<file path="config.mk">
export PLATFORM = sky130hd
export DESIGN_NAME = ising_lattice_observables_unit
export DESIGN_NICKNAME = d
export VERILOG_FILES = /design/src/design/ilo_pkg.sv /design/src/design/ising_lattice_observables_unit.sv /design/src/design/ilo_ram.sv /design/src/design/ilo_site_scan.sv /design/src/design/ilo_accum.sv
export SDC_FILE = /design/constraint.sdc
export NUM_CORES = 1
export LEC_CHECK = 0
export BUFFER_PORTS_ARGS = -buffer_cell sky130_fd_sc_hd__buf_2
export CORE_MARGIN = 2
export CORE_UTILIZATION = 33
export DETAILED_ROUTE_END_ITERATION = 10
export PLACE_DENSITY = 0.55
export SYNTH_ARGS = -nofsm -noshare
export SYNTH_HDL_FRONTEND = slang
export SYNTH_SLANG_ARGS = --single-unit
</file>
<file path="constraint.sdc">
create_clock -name clock -period 8.6 [get_ports clock]
set_input_delay 0.43 -clock clock [delete_from_list [all_inputs] [get_ports clock]]
set_output_delay 0.43 -clock clock [all_outputs]
set_load 0.005 [all_outputs]
</file>
<file path="src/design/ilo_pkg.sv">
// ----------------------------------------------------------------------------
// ilo_pkg
// Shared constants, site tag type and saturation helpers for the Ising
// lattice observables unit.
// ----------------------------------------------------------------------------
package ilo_pkg;

   localparam int MAX_SIDE  = 64;
   localparam int SIDE_BITS = $clog2(MAX_SIDE);
   localparam int CFG_W     = 7;
   localparam int MAG_W     = 14;
   localparam int EN_W      = 15;
   // room for 2*N plus sign
   localparam int ACC_W     = 2 * SIDE_BITS + 3;

   localparam logic [CFG_W-1:0] SIDE_MIN   = CFG_W'(2);
   localparam logic [CFG_W-1:0] SIDE_MAX   = CFG_W'(MAX_SIDE);
   localparam logic [CFG_W-1:0] SIDE_RESET = CFG_W'(64);

   localparam int MAG_HI = 2 ** (MAG_W - 1) - 1;
   localparam int MAG_LO = -(2 ** (MAG_W - 1));
   localparam int EN_HI  = 2 ** (EN_W - 1) - 1;
   localparam int EN_LO  = -(2 ** (EN_W - 1));

   // one loaded site, tagged with its place in the lattice
   typedef struct packed {
      logic valid;
      logic spin;
      logic first_row;
      logic last_row;
      logic first_col;
      logic last_col;
      logic last_site;
   } site_info_type;

   function automatic logic signed [MAG_W-1:0] sat_mag(input logic signed [ACC_W-1:0] v);
      logic signed [31:0] w;
      w = 32'(v);
      if (w > MAG_HI) begin
         w = MAG_HI;
      end else if (w < MAG_LO) begin
         w = MAG_LO;
      end
      return MAG_W'(w);
   endfunction

   function automatic logic signed [EN_W-1:0] sat_en(input logic signed [ACC_W-1:0] v);
      logic signed [31:0] w;
      w = 32'(v);
      if (w > EN_HI) begin
         w = EN_HI;
      end else if (w < EN_LO) begin
         w = EN_LO;
      end
      return EN_W'(w);
   endfunction

endpackage

</file>
<file path="src/design/ising_lattice_observables_unit.sv">
// ----------------------------------------------------------------------------
// ising_lattice_observables_unit
// Magnetization and periodic nearest-neighbor energy sums of an L by L
// lattice, fed one spin per transfer in row-major order.
// ----------------------------------------------------------------------------
// Throughput: one spin per cycle; busy never rises, a frame of L*L spins
//   can follow the previous one without a gap.
// Result path: the line buffer read and site tag are registered on the transfer
//   of the last spin, then the sums go into the output register, which also
//   holds the result strobe, so the strobe and the result rise together.
// Reset: side length 64, frame counters and sums cleared; the receiver cannot
//   stall and the strobe lasts one cycle.
module ising_lattice_observables_unit (
   input  logic                              clock,
   input  logic                              reset,
   input  logic                              start,
   output logic                              busy,
   input  logic                              req_spin,
   input  logic                              csr_write_enable,
   input  logic [ilo_pkg::CFG_W-1:0]         csr_write_data,
   output logic                              rsp_valid,
   output logic signed [ilo_pkg::MAG_W-1:0]  rsp_magnetization_sum,
   output logic signed [ilo_pkg::EN_W-1:0]   rsp_energy_sum
);
   import ilo_pkg::*;

   logic                 accept;
   logic [SIDE_BITS-1:0] ram_addr;
   logic                 line_we, row0_we, up_spin, row0_spin;
   site_info_type        site;

   assign busy   = 1'b0;
   assign accept = start && !busy;

   ilo_site_scan u_scan (
      .clock            (clock),
      .reset            (reset),
      .accept           (accept),
      .spin             (req_spin),
      .csr_write_enable (csr_write_enable),
      .csr_write_data   (csr_write_data),
      .ram_addr         (ram_addr),
      .line_we          (line_we),
      .row0_we          (row0_we),
      .site_ff          (site)
   );

   // read-before-write gives the spin one row up at the same column
   ilo_ram #(.WIDTH(1), .DEPTH(MAX_SIDE)) u_line_ram (
      .clock (clock),
      .we    (line_we),
      .addr  (ram_addr),
      .wdata (req_spin),
      .rdata (up_spin)
   );

   ilo_ram #(.WIDTH(1), .DEPTH(MAX_SIDE)) u_row0_ram (
      .clock (clock),
      .we    (row0_we),
      .addr  (ram_addr),
      .wdata (req_spin),
      .rdata (row0_spin)
   );

   ilo_accum u_accum (
      .clock                 (clock),
      .reset                 (reset),
      .clear                 (csr_write_enable),
      .site                  (site),
      .up_spin               (up_spin),
      .row0_spin             (row0_spin),
      .rsp_valid             (rsp_valid),
      .rsp_magnetization_sum (rsp_magnetization_sum),
      .rsp_energy_sum        (rsp_energy_sum)
   );

endmodule

</file>
<file path="src/design/ilo_ram.sv">
// ----------------------------------------------------------------------------
// ilo_ram
// Generic single-port RAM, registered read, read-before-write.
// ----------------------------------------------------------------------------
module ilo_ram #(
   parameter int WIDTH = 1,
   parameter int DEPTH = 64
) (
   input  logic                     clock,
   input  logic                     we,
   input  logic [$clog2(DEPTH)-1:0] addr,
   input  logic [WIDTH-1:0]         wdata,
   output logic [WIDTH-1:0]         rdata
);

   logic [WIDTH-1:0] mem [DEPTH];

   always_ff @(posedge clock) begin
      rdata <= mem[addr];
      if (we) begin
         mem[addr] <= wdata;
      end
   end

endmodule

</file>
<file path="src/design/ilo_site_scan.sv">
// ----------------------------------------------------------------------------
// ilo_site_scan
// Side register, row/column counters and line buffer addressing. Tags each
// transferred spin with its lattice position, aligned with the RAM read data.
// ----------------------------------------------------------------------------
module ilo_site_scan (
   input  logic                             clock,
   input  logic                             reset,
   input  logic                             accept,
   input  logic                             spin,
   input  logic                             csr_write_enable,
   input  logic [ilo_pkg::CFG_W-1:0]        csr_write_data,
   output logic [ilo_pkg::SIDE_BITS-1:0]    ram_addr,
   output logic                             line_we,
   output logic                             row0_we,
   output ilo_pkg::site_info_type           site_ff
);
   import ilo_pkg::*;

   logic [CFG_W-1:0]     side_ff, side_in, side_eff;
   logic [SIDE_BITS-1:0] row_ff, row_in, col_ff, col_in, last_idx;
   site_info_type        site_in;

   always_comb begin
      if (side_ff < SIDE_MIN) begin
         side_eff = SIDE_MIN;
      end else if (side_ff > SIDE_MAX) begin
         side_eff = SIDE_MAX;
      end else begin
         side_eff = side_ff;
      end
      last_idx = SIDE_BITS'(side_eff - CFG_W'(1));

      site_in.valid     = accept;
      site_in.spin      = spin;
      site_in.first_row = (row_ff == '0);
      site_in.last_row  = (row_ff == last_idx);
      site_in.first_col = (col_ff == '0);
      site_in.last_col  = (col_ff == last_idx);
      site_in.last_site = site_in.last_row && site_in.last_col;

      side_in = side_ff;
      row_in  = row_ff;
      col_in  = col_ff;
      if (csr_write_enable) begin
         // new side restarts the frame
         side_in = csr_write_data;
         row_in  = '0;
         col_in  = '0;
      end else if (accept) begin
         if (site_in.last_col) begin
            col_in = '0;
            row_in = site_in.last_row ? '0 : row_ff + SIDE_BITS'(1);
         end else begin
            col_in = col_ff + SIDE_BITS'(1);
         end
      end
   end

   // line buffer holds the row above; row 0 copy serves the wrap of the last row
   assign ram_addr = col_ff;
   assign line_we  = accept;
   assign row0_we  = accept && site_in.first_row;

   always_ff @(posedge clock) begin
      if (reset) begin
         side_ff <= SIDE_RESET;
         row_ff  <= '0;
         col_ff  <= '0;
         site_ff <= '0;
      end else begin
         side_ff <= side_in;
         row_ff  <= row_in;
         col_ff  <= col_in;
         site_ff <= site_in;
      end
   end

endmodule

</file>
<file path="src/design/ilo_accum.sv">
// ----------------------------------------------------------------------------
// ilo_accum
// Adds each site's spin and its neighbor pair products into running sums and
// registers the saturated result at the end of a frame.
// ----------------------------------------------------------------------------
module ilo_accum (
   input  logic                                clock,
   input  logic                                reset,
   input  logic                                clear,
   input  ilo_pkg::site_info_type              site,
   input  logic                                up_spin,
   input  logic                                row0_spin,
   output logic                                rsp_valid,
   output logic signed [ilo_pkg::MAG_W-1:0]    rsp_magnetization_sum,
   output logic signed [ilo_pkg::EN_W-1:0]     rsp_energy_sum
);
   import ilo_pkg::*;

   localparam logic signed [ACC_W-1:0] PLUS  = ACC_W'(1);
   localparam logic signed [ACC_W-1:0] MINUS = -ACC_W'(1);

   logic signed [ACC_W-1:0] mag_acc_ff, mag_acc_in, en_acc_ff, en_acc_in;
   logic signed [ACC_W-1:0] mag_step, en_step, mag_sum, en_sum;
   logic                    prev_ff, prev_in, first_ff, first_in;
   logic                    valid_ff, valid_in;
   logic signed [MAG_W-1:0] mag_ff, mag_in;
   logic signed [EN_W-1:0]  en_ff, en_in;

   // aligned spins give -1 to the energy, opposed ones +1
   function automatic logic signed [ACC_W-1:0] pair(input logic a, input logic b);
      return (a == b) ? MINUS : PLUS;
   endfunction

   always_comb begin
      mag_step = site.spin ? PLUS : MINUS;
      en_step  = '0;
      if (!site.first_row) en_step = en_step + pair(site.spin, up_spin);
      if (site.last_row)   en_step = en_step + pair(site.spin, row0_spin);
      if (!site.first_col) en_step = en_step + pair(site.spin, prev_ff);
      if (site.last_col)   en_step = en_step + pair(site.spin, first_ff);
      mag_sum = mag_acc_ff + mag_step;
      en_sum  = en_acc_ff + en_step;

      mag_acc_in = mag_acc_ff;
      en_acc_in  = en_acc_ff;
      prev_in    = prev_ff;
      first_in   = first_ff;
      valid_in   = 1'b0;
      mag_in     = mag_ff;
      en_in      = en_ff;
      if (clear) begin
         mag_acc_in = '0;
         en_acc_in  = '0;
      end else if (site.valid) begin
         prev_in = site.spin;
         if (site.first_col) first_in = site.spin;
         if (site.last_site) begin
            mag_acc_in = '0;
            en_acc_in  = '0;
            valid_in   = 1'b1;
            mag_in     = sat_mag(mag_sum);
            en_in      = sat_en(en_sum);
         end else begin
            mag_acc_in = mag_sum;
            en_acc_in  = en_sum;
         end
      end
   end

   always_ff @(posedge clock) begin
      if (reset) begin
         mag_acc_ff <= '0;
         en_acc_ff  <= '0;
         valid_ff   <= 1'b0;
      end else begin
         mag_acc_ff <= mag_acc_in;
         en_acc_ff  <= en_acc_in;
         valid_ff   <= valid_in;
      end
      prev_ff  <= prev_in;
      first_ff <= first_in;
      mag_ff   <= mag_in;
      en_ff    <= en_in;
   end

   assign rsp_valid             = valid_ff;
   assign rsp_magnetization_sum = mag_ff;
   assign rsp_energy_sum        = en_ff;

endmodule
</file>
Yosys cells after proc, flatten, opt, wreduce, memory -nomap -nowiden
Memory sizes are Yosys's and may differ from the RTL's. A register that Yosys moved wholly into a read port is not among the register bits.
Index checks and enable logic that the tools add are counted.
- bits in registers: 88
- memory bits (writable): 128
- input bits: 12
- output and inout bits: 31
- word-level logic and storage cells: 73
- memories: 2
- add/sub/neg operators: 8
- magnitude comparators: 6
- equality and inequality tests: 6
- muxes and demuxes: 22
- bitwise operators: 2
- reduce and logical (&&, ||, !) cells: 10
- memories (name ; words ; width ; read ports ; clocked after memory_dff ; write ports ; line ; text):
    u_line_ram.mem ; 64 ; 1 ; 1 ; 1 ; 1 ; ilo_ram.sv:16 ; logic [WIDTH-1:0] mem [DEPTH];
    u_row0_ram.mem ; 64 ; 1 ; 1 ; 1 ; 1 ; ilo_ram.sv:16 ;
- operators by type and width (operator ; number):
    15-bit two-way mux ; 12
    15-bit adder ; 5
    6-bit two-way mux ; 4
    15-bit by 14-bit greater-than comparator with 1-bit output, second input constant ; 1
    15-bit greater-than comparator, second input constant ; 1
    15-bit by 14-bit < comparator with 1-bit output, second input constant ; 1
    15-bit < comparator, second input constant ; 1
    14-bit two-way mux ; 1
    6-bit by 1-bit adder with 6-bit output, second input constant ; 2
    6-bit == test ; 2
    6-bit logical NOT ; 2
    7-bit greater-than comparator, second input constant ; 1
    7-bit by 2-bit < comparator with 1-bit output, second input constant ; 1
    3-bit AND reduction ; 2
    6-bit by 1-bit subtractor with 6-bit output, second input constant ; 1
    1-bit two-way mux ; 5
    1-bit == test ; 4
    2-bit AND reduction ; 2
    3-bit OR reduction ; 1
    1-bit logical AND ; 2
    1-bit NOT ; 2
    2-bit OR reduction ; 1

Logic depth before layout (Yosys ltp)
- word-level depth: 12
- gate-level depth with buffers: 32
- gate-level depth less buffers: 30

Cells and area by module
From an unflattened synthesis, not the netlist that was laid out.
- cell total of the unflattened synthesis: 1183
- area total of the unflattened synthesis: 12389.4 sq um
- modules (own cells, without submodules) (module ; times used ; cells an instance ; area each (sq um) ; sequential area each (sq um)):
    ilo_ram ; 2 ; 223 ; 2954.1 ; 1941.9
    ilo_accum ; 1 ; 560 ; 4984.8 ; 1551.5
    ilo_site_scan ; 1 ; 175 ; 1485.2 ; 520.5
    ising_lattice_observables_unit ; 1 ; 2 ; 11.3 ; 0.0

Least setup slack after synthesis
Ideal clock, no wire load.
- kind: reg2reg
- from: register u_scan.site_ff[5] (netlist bit)
- to: register u_accum.en_acc_ff[14]
- library setup time: 117 ps
- data arrival time: 6742 ps
- required time: 8483 ps
- path slack: 1741 ps
- stages on the path, launching flop included: 31
- path buffers: 2
- period minus slack after synthesis: 6859 ps
- cells stage by stage: dfxtp_1 -> clkbuf_1 -> xor2_1 -> or2_2 -> fa_1 -> fa_1 -> inv_1 -> fa_1 -> a21oi_1 -> inv_1 -> ha_1 -> clkbuf_1 -> nand2b_1 -> nor2_1 -> nand2_1 -> a21boi_0 -> ha_1 -> a2111o_1 -> o21ba_2 -> a21o_1 -> a31o_2 -> a21oi_1 -> xnor2_1 -> mux2_2 -> ha_1 -> and4_1 -> nand3_1 -> a31oi_1 -> xnor2_1 -> xnor2_1 -> a22o_1
- longest elaborated chain between the ends: 11
- elaborated cells on any way between the ends: 17
- classes of those cells: add/sub (4); eq/ne (4); mux (9)
- RTL lines (item ; line ; text):
    start, declared ; ilo_site_scan.sv:16 ; output ilo_pkg::site_info_type site_ff
    start signal, assigned ; ilo_site_scan.sv:75 ; site_ff <= site_in;
    1-bit == test ; ilo_accum.sv:31 ; return (a == b) ? MINUS : PLUS;
    15-bit two-way mux ; ilo_accum.sv:31 ;
    15-bit two-way mux ; ilo_accum.sv:37 ; if (!site.first_row) en_step = en_step + pair(site.spin, up_spin);
    15-bit adder ; ilo_accum.sv:38 ; if (site.last_row) en_step = en_step + pair(site.spin, row0_spin);
    15-bit two-way mux ; ilo_accum.sv:38 ;
    15-bit adder ; ilo_accum.sv:39 ; if (!site.first_col) en_step = en_step + pair(site.spin, prev_ff);
    15-bit two-way mux ; ilo_accum.sv:39 ;
    15-bit adder ; ilo_accum.sv:40 ; if (site.last_col) en_step = en_step + pair(site.spin, first_ff);
    15-bit two-way mux (*) ; ilo_accum.sv:40 ;
    15-bit adder (*) ; ilo_accum.sv:42 ; en_sum = en_acc_ff + en_step;
    15-bit two-way mux (*) ; ilo_accum.sv:57 ; if (site.last_site) begin
    end signal, assigned ; ilo_accum.sv:77 ; en_acc_ff <= en_acc_in;
    end, declared ; ilo_accum.sv:22 ; logic signed [ACC_W-1:0] mag_acc_ff, mag_acc_in, en_acc_ff, en_acc_in;
Mark *: on every way between the ends. The rest lies on a longest branch, timed or not.
A chain may end at the register's enable or synchronous reset.

Worst setup path after layout
Ends and elaborated chain as after synthesis.

==> out/metrics.cfg <==
[run_status]
run_status = completed

[final_layout]
multi_input_area_um2 = 5423
drive_gt1_share_pct = 11.92
fillers = 3546
syn2layout_area_growth_pct = 11.73
antenna_cells = 0
seqCellArea_um2 = 5958
fin_nets = 1197

[yosys]
synth_top_flop_cell = edfxtp_1
synth.distinct_cells = 72
syn_nets = 1183
ys_ff_latch = 218
postSynthAreaPerCell_um2 = 10.59
async_flop_share_pct = 0
synth_area_um2 = 11780
synth-edff-count = 159
syn_inst = 1112
yosysSeqAreaShare_pct = 50.58
synth_warnings = 0

[sta]
worst_clock_skew_ns = 0.01007
max_freq_mhz = 133.9
worst_slew_pin_slew_ns = 1.175
report.final.slew_viol_count = 0
hold_viol = 0
rsz0062_at_grt = no
relSlewSlack_pct = 21.69
finalCriticalPeriod_ns = 7.470
setup_violations = 0
min_period_over_period_pct = 86.87
fin_setup_tns_ns = 0

[critical_path]
start_kind = flop
slowest_delay_ns = 0.61
critPathMaxFanout = 15
arrival_ns = 7.90
setup.worst_path.class = flop to flop
critPathRequiredTime_ns = 9.03
path_common_cell = a21oi_1
endpoint_kind = flop
slowest_stage = dfxtp_1

[die]
io_pins = 43
die-area_um2 = 37210
row_count = 69
dieWidth_um = 192.9
core_area_um2 = 35310
die_y_um = 192.9
start_util_pct = 33.35

[global_routing]
first_global_vias = 8133
overflow = 0
grt_max_degree = 130
grt_pass1_wl_um = 44350
antenna_found_initial = 0
track_usage_pct = 15.07

[clocking]
tritoncts = yes
htreeDepth = 1
cts_setup_buffers = 0
clockRootBuffer = clkbuf_16
clkTransAtPathRegs_ns = 0.06
cts_resized = 0
clk_latency_ns = 0.55
numCtsBuffers = 25
cts_hold_buf = 0
clock_path_buffers = 3
cts_sinks = 218

[pwr]
switching_share_pct = 26.51
power.share.combinational_pct = 16.5
vdd.ir_drop.worst_uv = 169.0
intPower_mw = 1.923
p_leak_nw = 4.682
p_clk_share_pct = 39.2
powerDensity_nw_per_um2 = 198.9
p_total_mw = 2.616
switchingPower_mw = 0.6935
p_seq_share_pct = 44.3

[flow_run]
max-cap-violations = 0

[place]
hpwl_um = 17990
gp_congestion = 0.8211
portBuffers = 41

[route]
drt_iter0_drc = 587
drc = 0
routed.top_layer = met4
met2WireLength_um = 12740
met3_length_um = 1284
wl_met1_um = 13220
routedWlPerCell_um = 17.32
drt-total-wl_um = 27740
ant_nets = 0
num_vias = 8370
routed_via_density = 5.225
first_pass_iters = 5

[worst_hold_path]
min_path_type = input pin to flop

==> cell usage after synthesis, types with 6 or more instances <==
library cell	number	share of area, %
a211oi_1	6	0.38
a21o_1	13	0.83
a21oi_1	66	2.8
a221oi_1	11	0.82
a22o_1	9	0.67
a22oi_1	24	1.5
a31oi_1	9	0.48
and2_1	8	0.43
buf_1	9	0.29
buf_2	7	0.30
clkbuf_1	43	1.4
dfxtp_1	59	10
edfxtp_1	159	41
fa_1	10	1.7
ha_1	49	5.2
inv_1	38	1.2
maj3_1	10	0.85
mux2_2	22	2.1
mux2i_1	25	2.1
mux4_2	12	2.3
nand2_1	49	1.6
nand3_1	25	1.1
nand4_1	10	0.53
nor2_1	223	7.1
nor2b_1	10	0.53
o21a_1	11	0.70
o21ai_0	35	1.5
o22ai_1	11	0.58
o31ai_1	6	0.38
or2_2	6	0.32
or3_1	6	0.32
xnor2_1	35	2.6
xor2_1	24	1.8
==> per-stage QoR <==
stage | std cells | hold slack, ns | area (um^2) | worst slack [ns] | util (%)
after floorplan | 1112 | 0.4563 | 11780 | 1.741 | -
after global placement | 1560 | 0.4777 | 12370 | 1.350 | 35.03
after detailed placement | 1560 | 0.4765 | 12370 | 1.158 | 35.03
after CTS | 1602 | 0.1098 | 13160 | 1.133 | 37.26
after global routing | 1602 | 0.1295 | 13160 | 0.6660 | 37.26
final | 1602 | 0.1324 | 13160 | 1.130 | 37.26
==> routing by layer <==
metal / track usage, % / vias to the layer above
li1: - / 4073
met1: 20.96 / 4085
met2: 24.77 / 178
met3: 2.582 / 34
met4: 2.855 / 0
met5: 0 / -
==> logic make-up (layout without fill, tap and decap cells) <==
family / Yosys count / after routing / share of synthesized area [%]
AOI/OAI and AO/OA: 240 / 240 / 13.70
xor gates and xnor gates: 60 / 60 / 4.580
adders and majority gates: 69 / 69 / 7.757
buffers and inverters: 101 / 130 / 3.390
DFF: 218 / 218 / 50.58
muxes: 59 / 59 / 6.524
other: 1 / 1 / 0.03185
and+or+nand+nor: 364 / 364 / 13.44
==> flip-flops by register name, indices dropped and copies added, names as in the netlist, 7 cells and up <==
signal,flops
u_accum.en_acc_ff,15
u_accum.mag_acc_ff,15
u_accum.rsp_energy_sum,15
u_accum.rsp_magnetization_sum,14
u_line_ram.mem,64
u_row0_ram.mem,64
u_scan.side_ff,7
u_scan.site_ff,7
==> cell usage in the layout (no fill, tap or decap), types with 22 or more instances in the layout <==
cell / n
mux2_2: 22
mux2i_1: 25
nand3_1: 25
nor2_1: 222
o21ai_0: 35
nand2_1: 49
xnor2_1: 35
a22oi_1: 24
buf_2: 40
a21oi_1: 66
ha_1: 49
inv_1: 38
dfxtp_1: 57
edfxtp_1: 159
xor2_1: 24
clkbuf_16: 26
==> path summary, 6_finish.rpt <==
kind | startpoint | end | slack [ns] | depth (start not counted)
setup / recovery | u_scan.site_ff[5]$_SDFF_PP0_ | u_accum.en_acc_ff[14]$_SDFFE_PP0P_ | 1.13 | 29
hold / removal | csr_write_data[2] | u_scan.side_ff[2]$_SDFFE_PP0P_ | 0.13 | 3
setup reg to reg | u_scan.site_ff[5]$_SDFF_PP0_ | u_accum.en_acc_ff[14]$_SDFFE_PP0P_ | 1.13 | 29
hold reg to reg | u_accum.en_acc_ff[13]$_SDFFE_PP0P_ | u_accum.en_acc_ff[13]$_SDFFE_PP0P_ | 0.50 | 1
==> critical path: cells and delay by family (launching register included) <==
kind,cells,cell delay [ns]
multiplexers,1,0.28
AND/OR/NAND/NOR,3,0.73
buffers and inverters,2,0.15
XOR/XNOR,4,0.53
flip-flops,1,0.61
adder cells (fa/ha/maj),6,2.46
AO/OA/AOI/OAI,13,2.59
==> power groups by stage <==
stage	combinational [mW]	clock [mW]	sequential [mW]
2_1_floorplan	0.340	0	1.18
3_3_place_gp	0.423	0	1.18
3_5_place_dp	0.429	0	1.18
4_1_cts	0.432	1.05	1.16
5_1_grt	0.488	1.09	1.16
6_report	0.433	1.02	1.16
==> final cells by class <==
class	count	area share, %
Sequential cell	218	45.29
Tap cell	461	4.384
Clock buffer	32	5.193
Timing Repair Buffer	48	1.978
Inverter	40	1.141
Clock inverter	10	0.7989
Multi-Input combinational cell	793	41.22
Power figures use the tool's default switching activity.
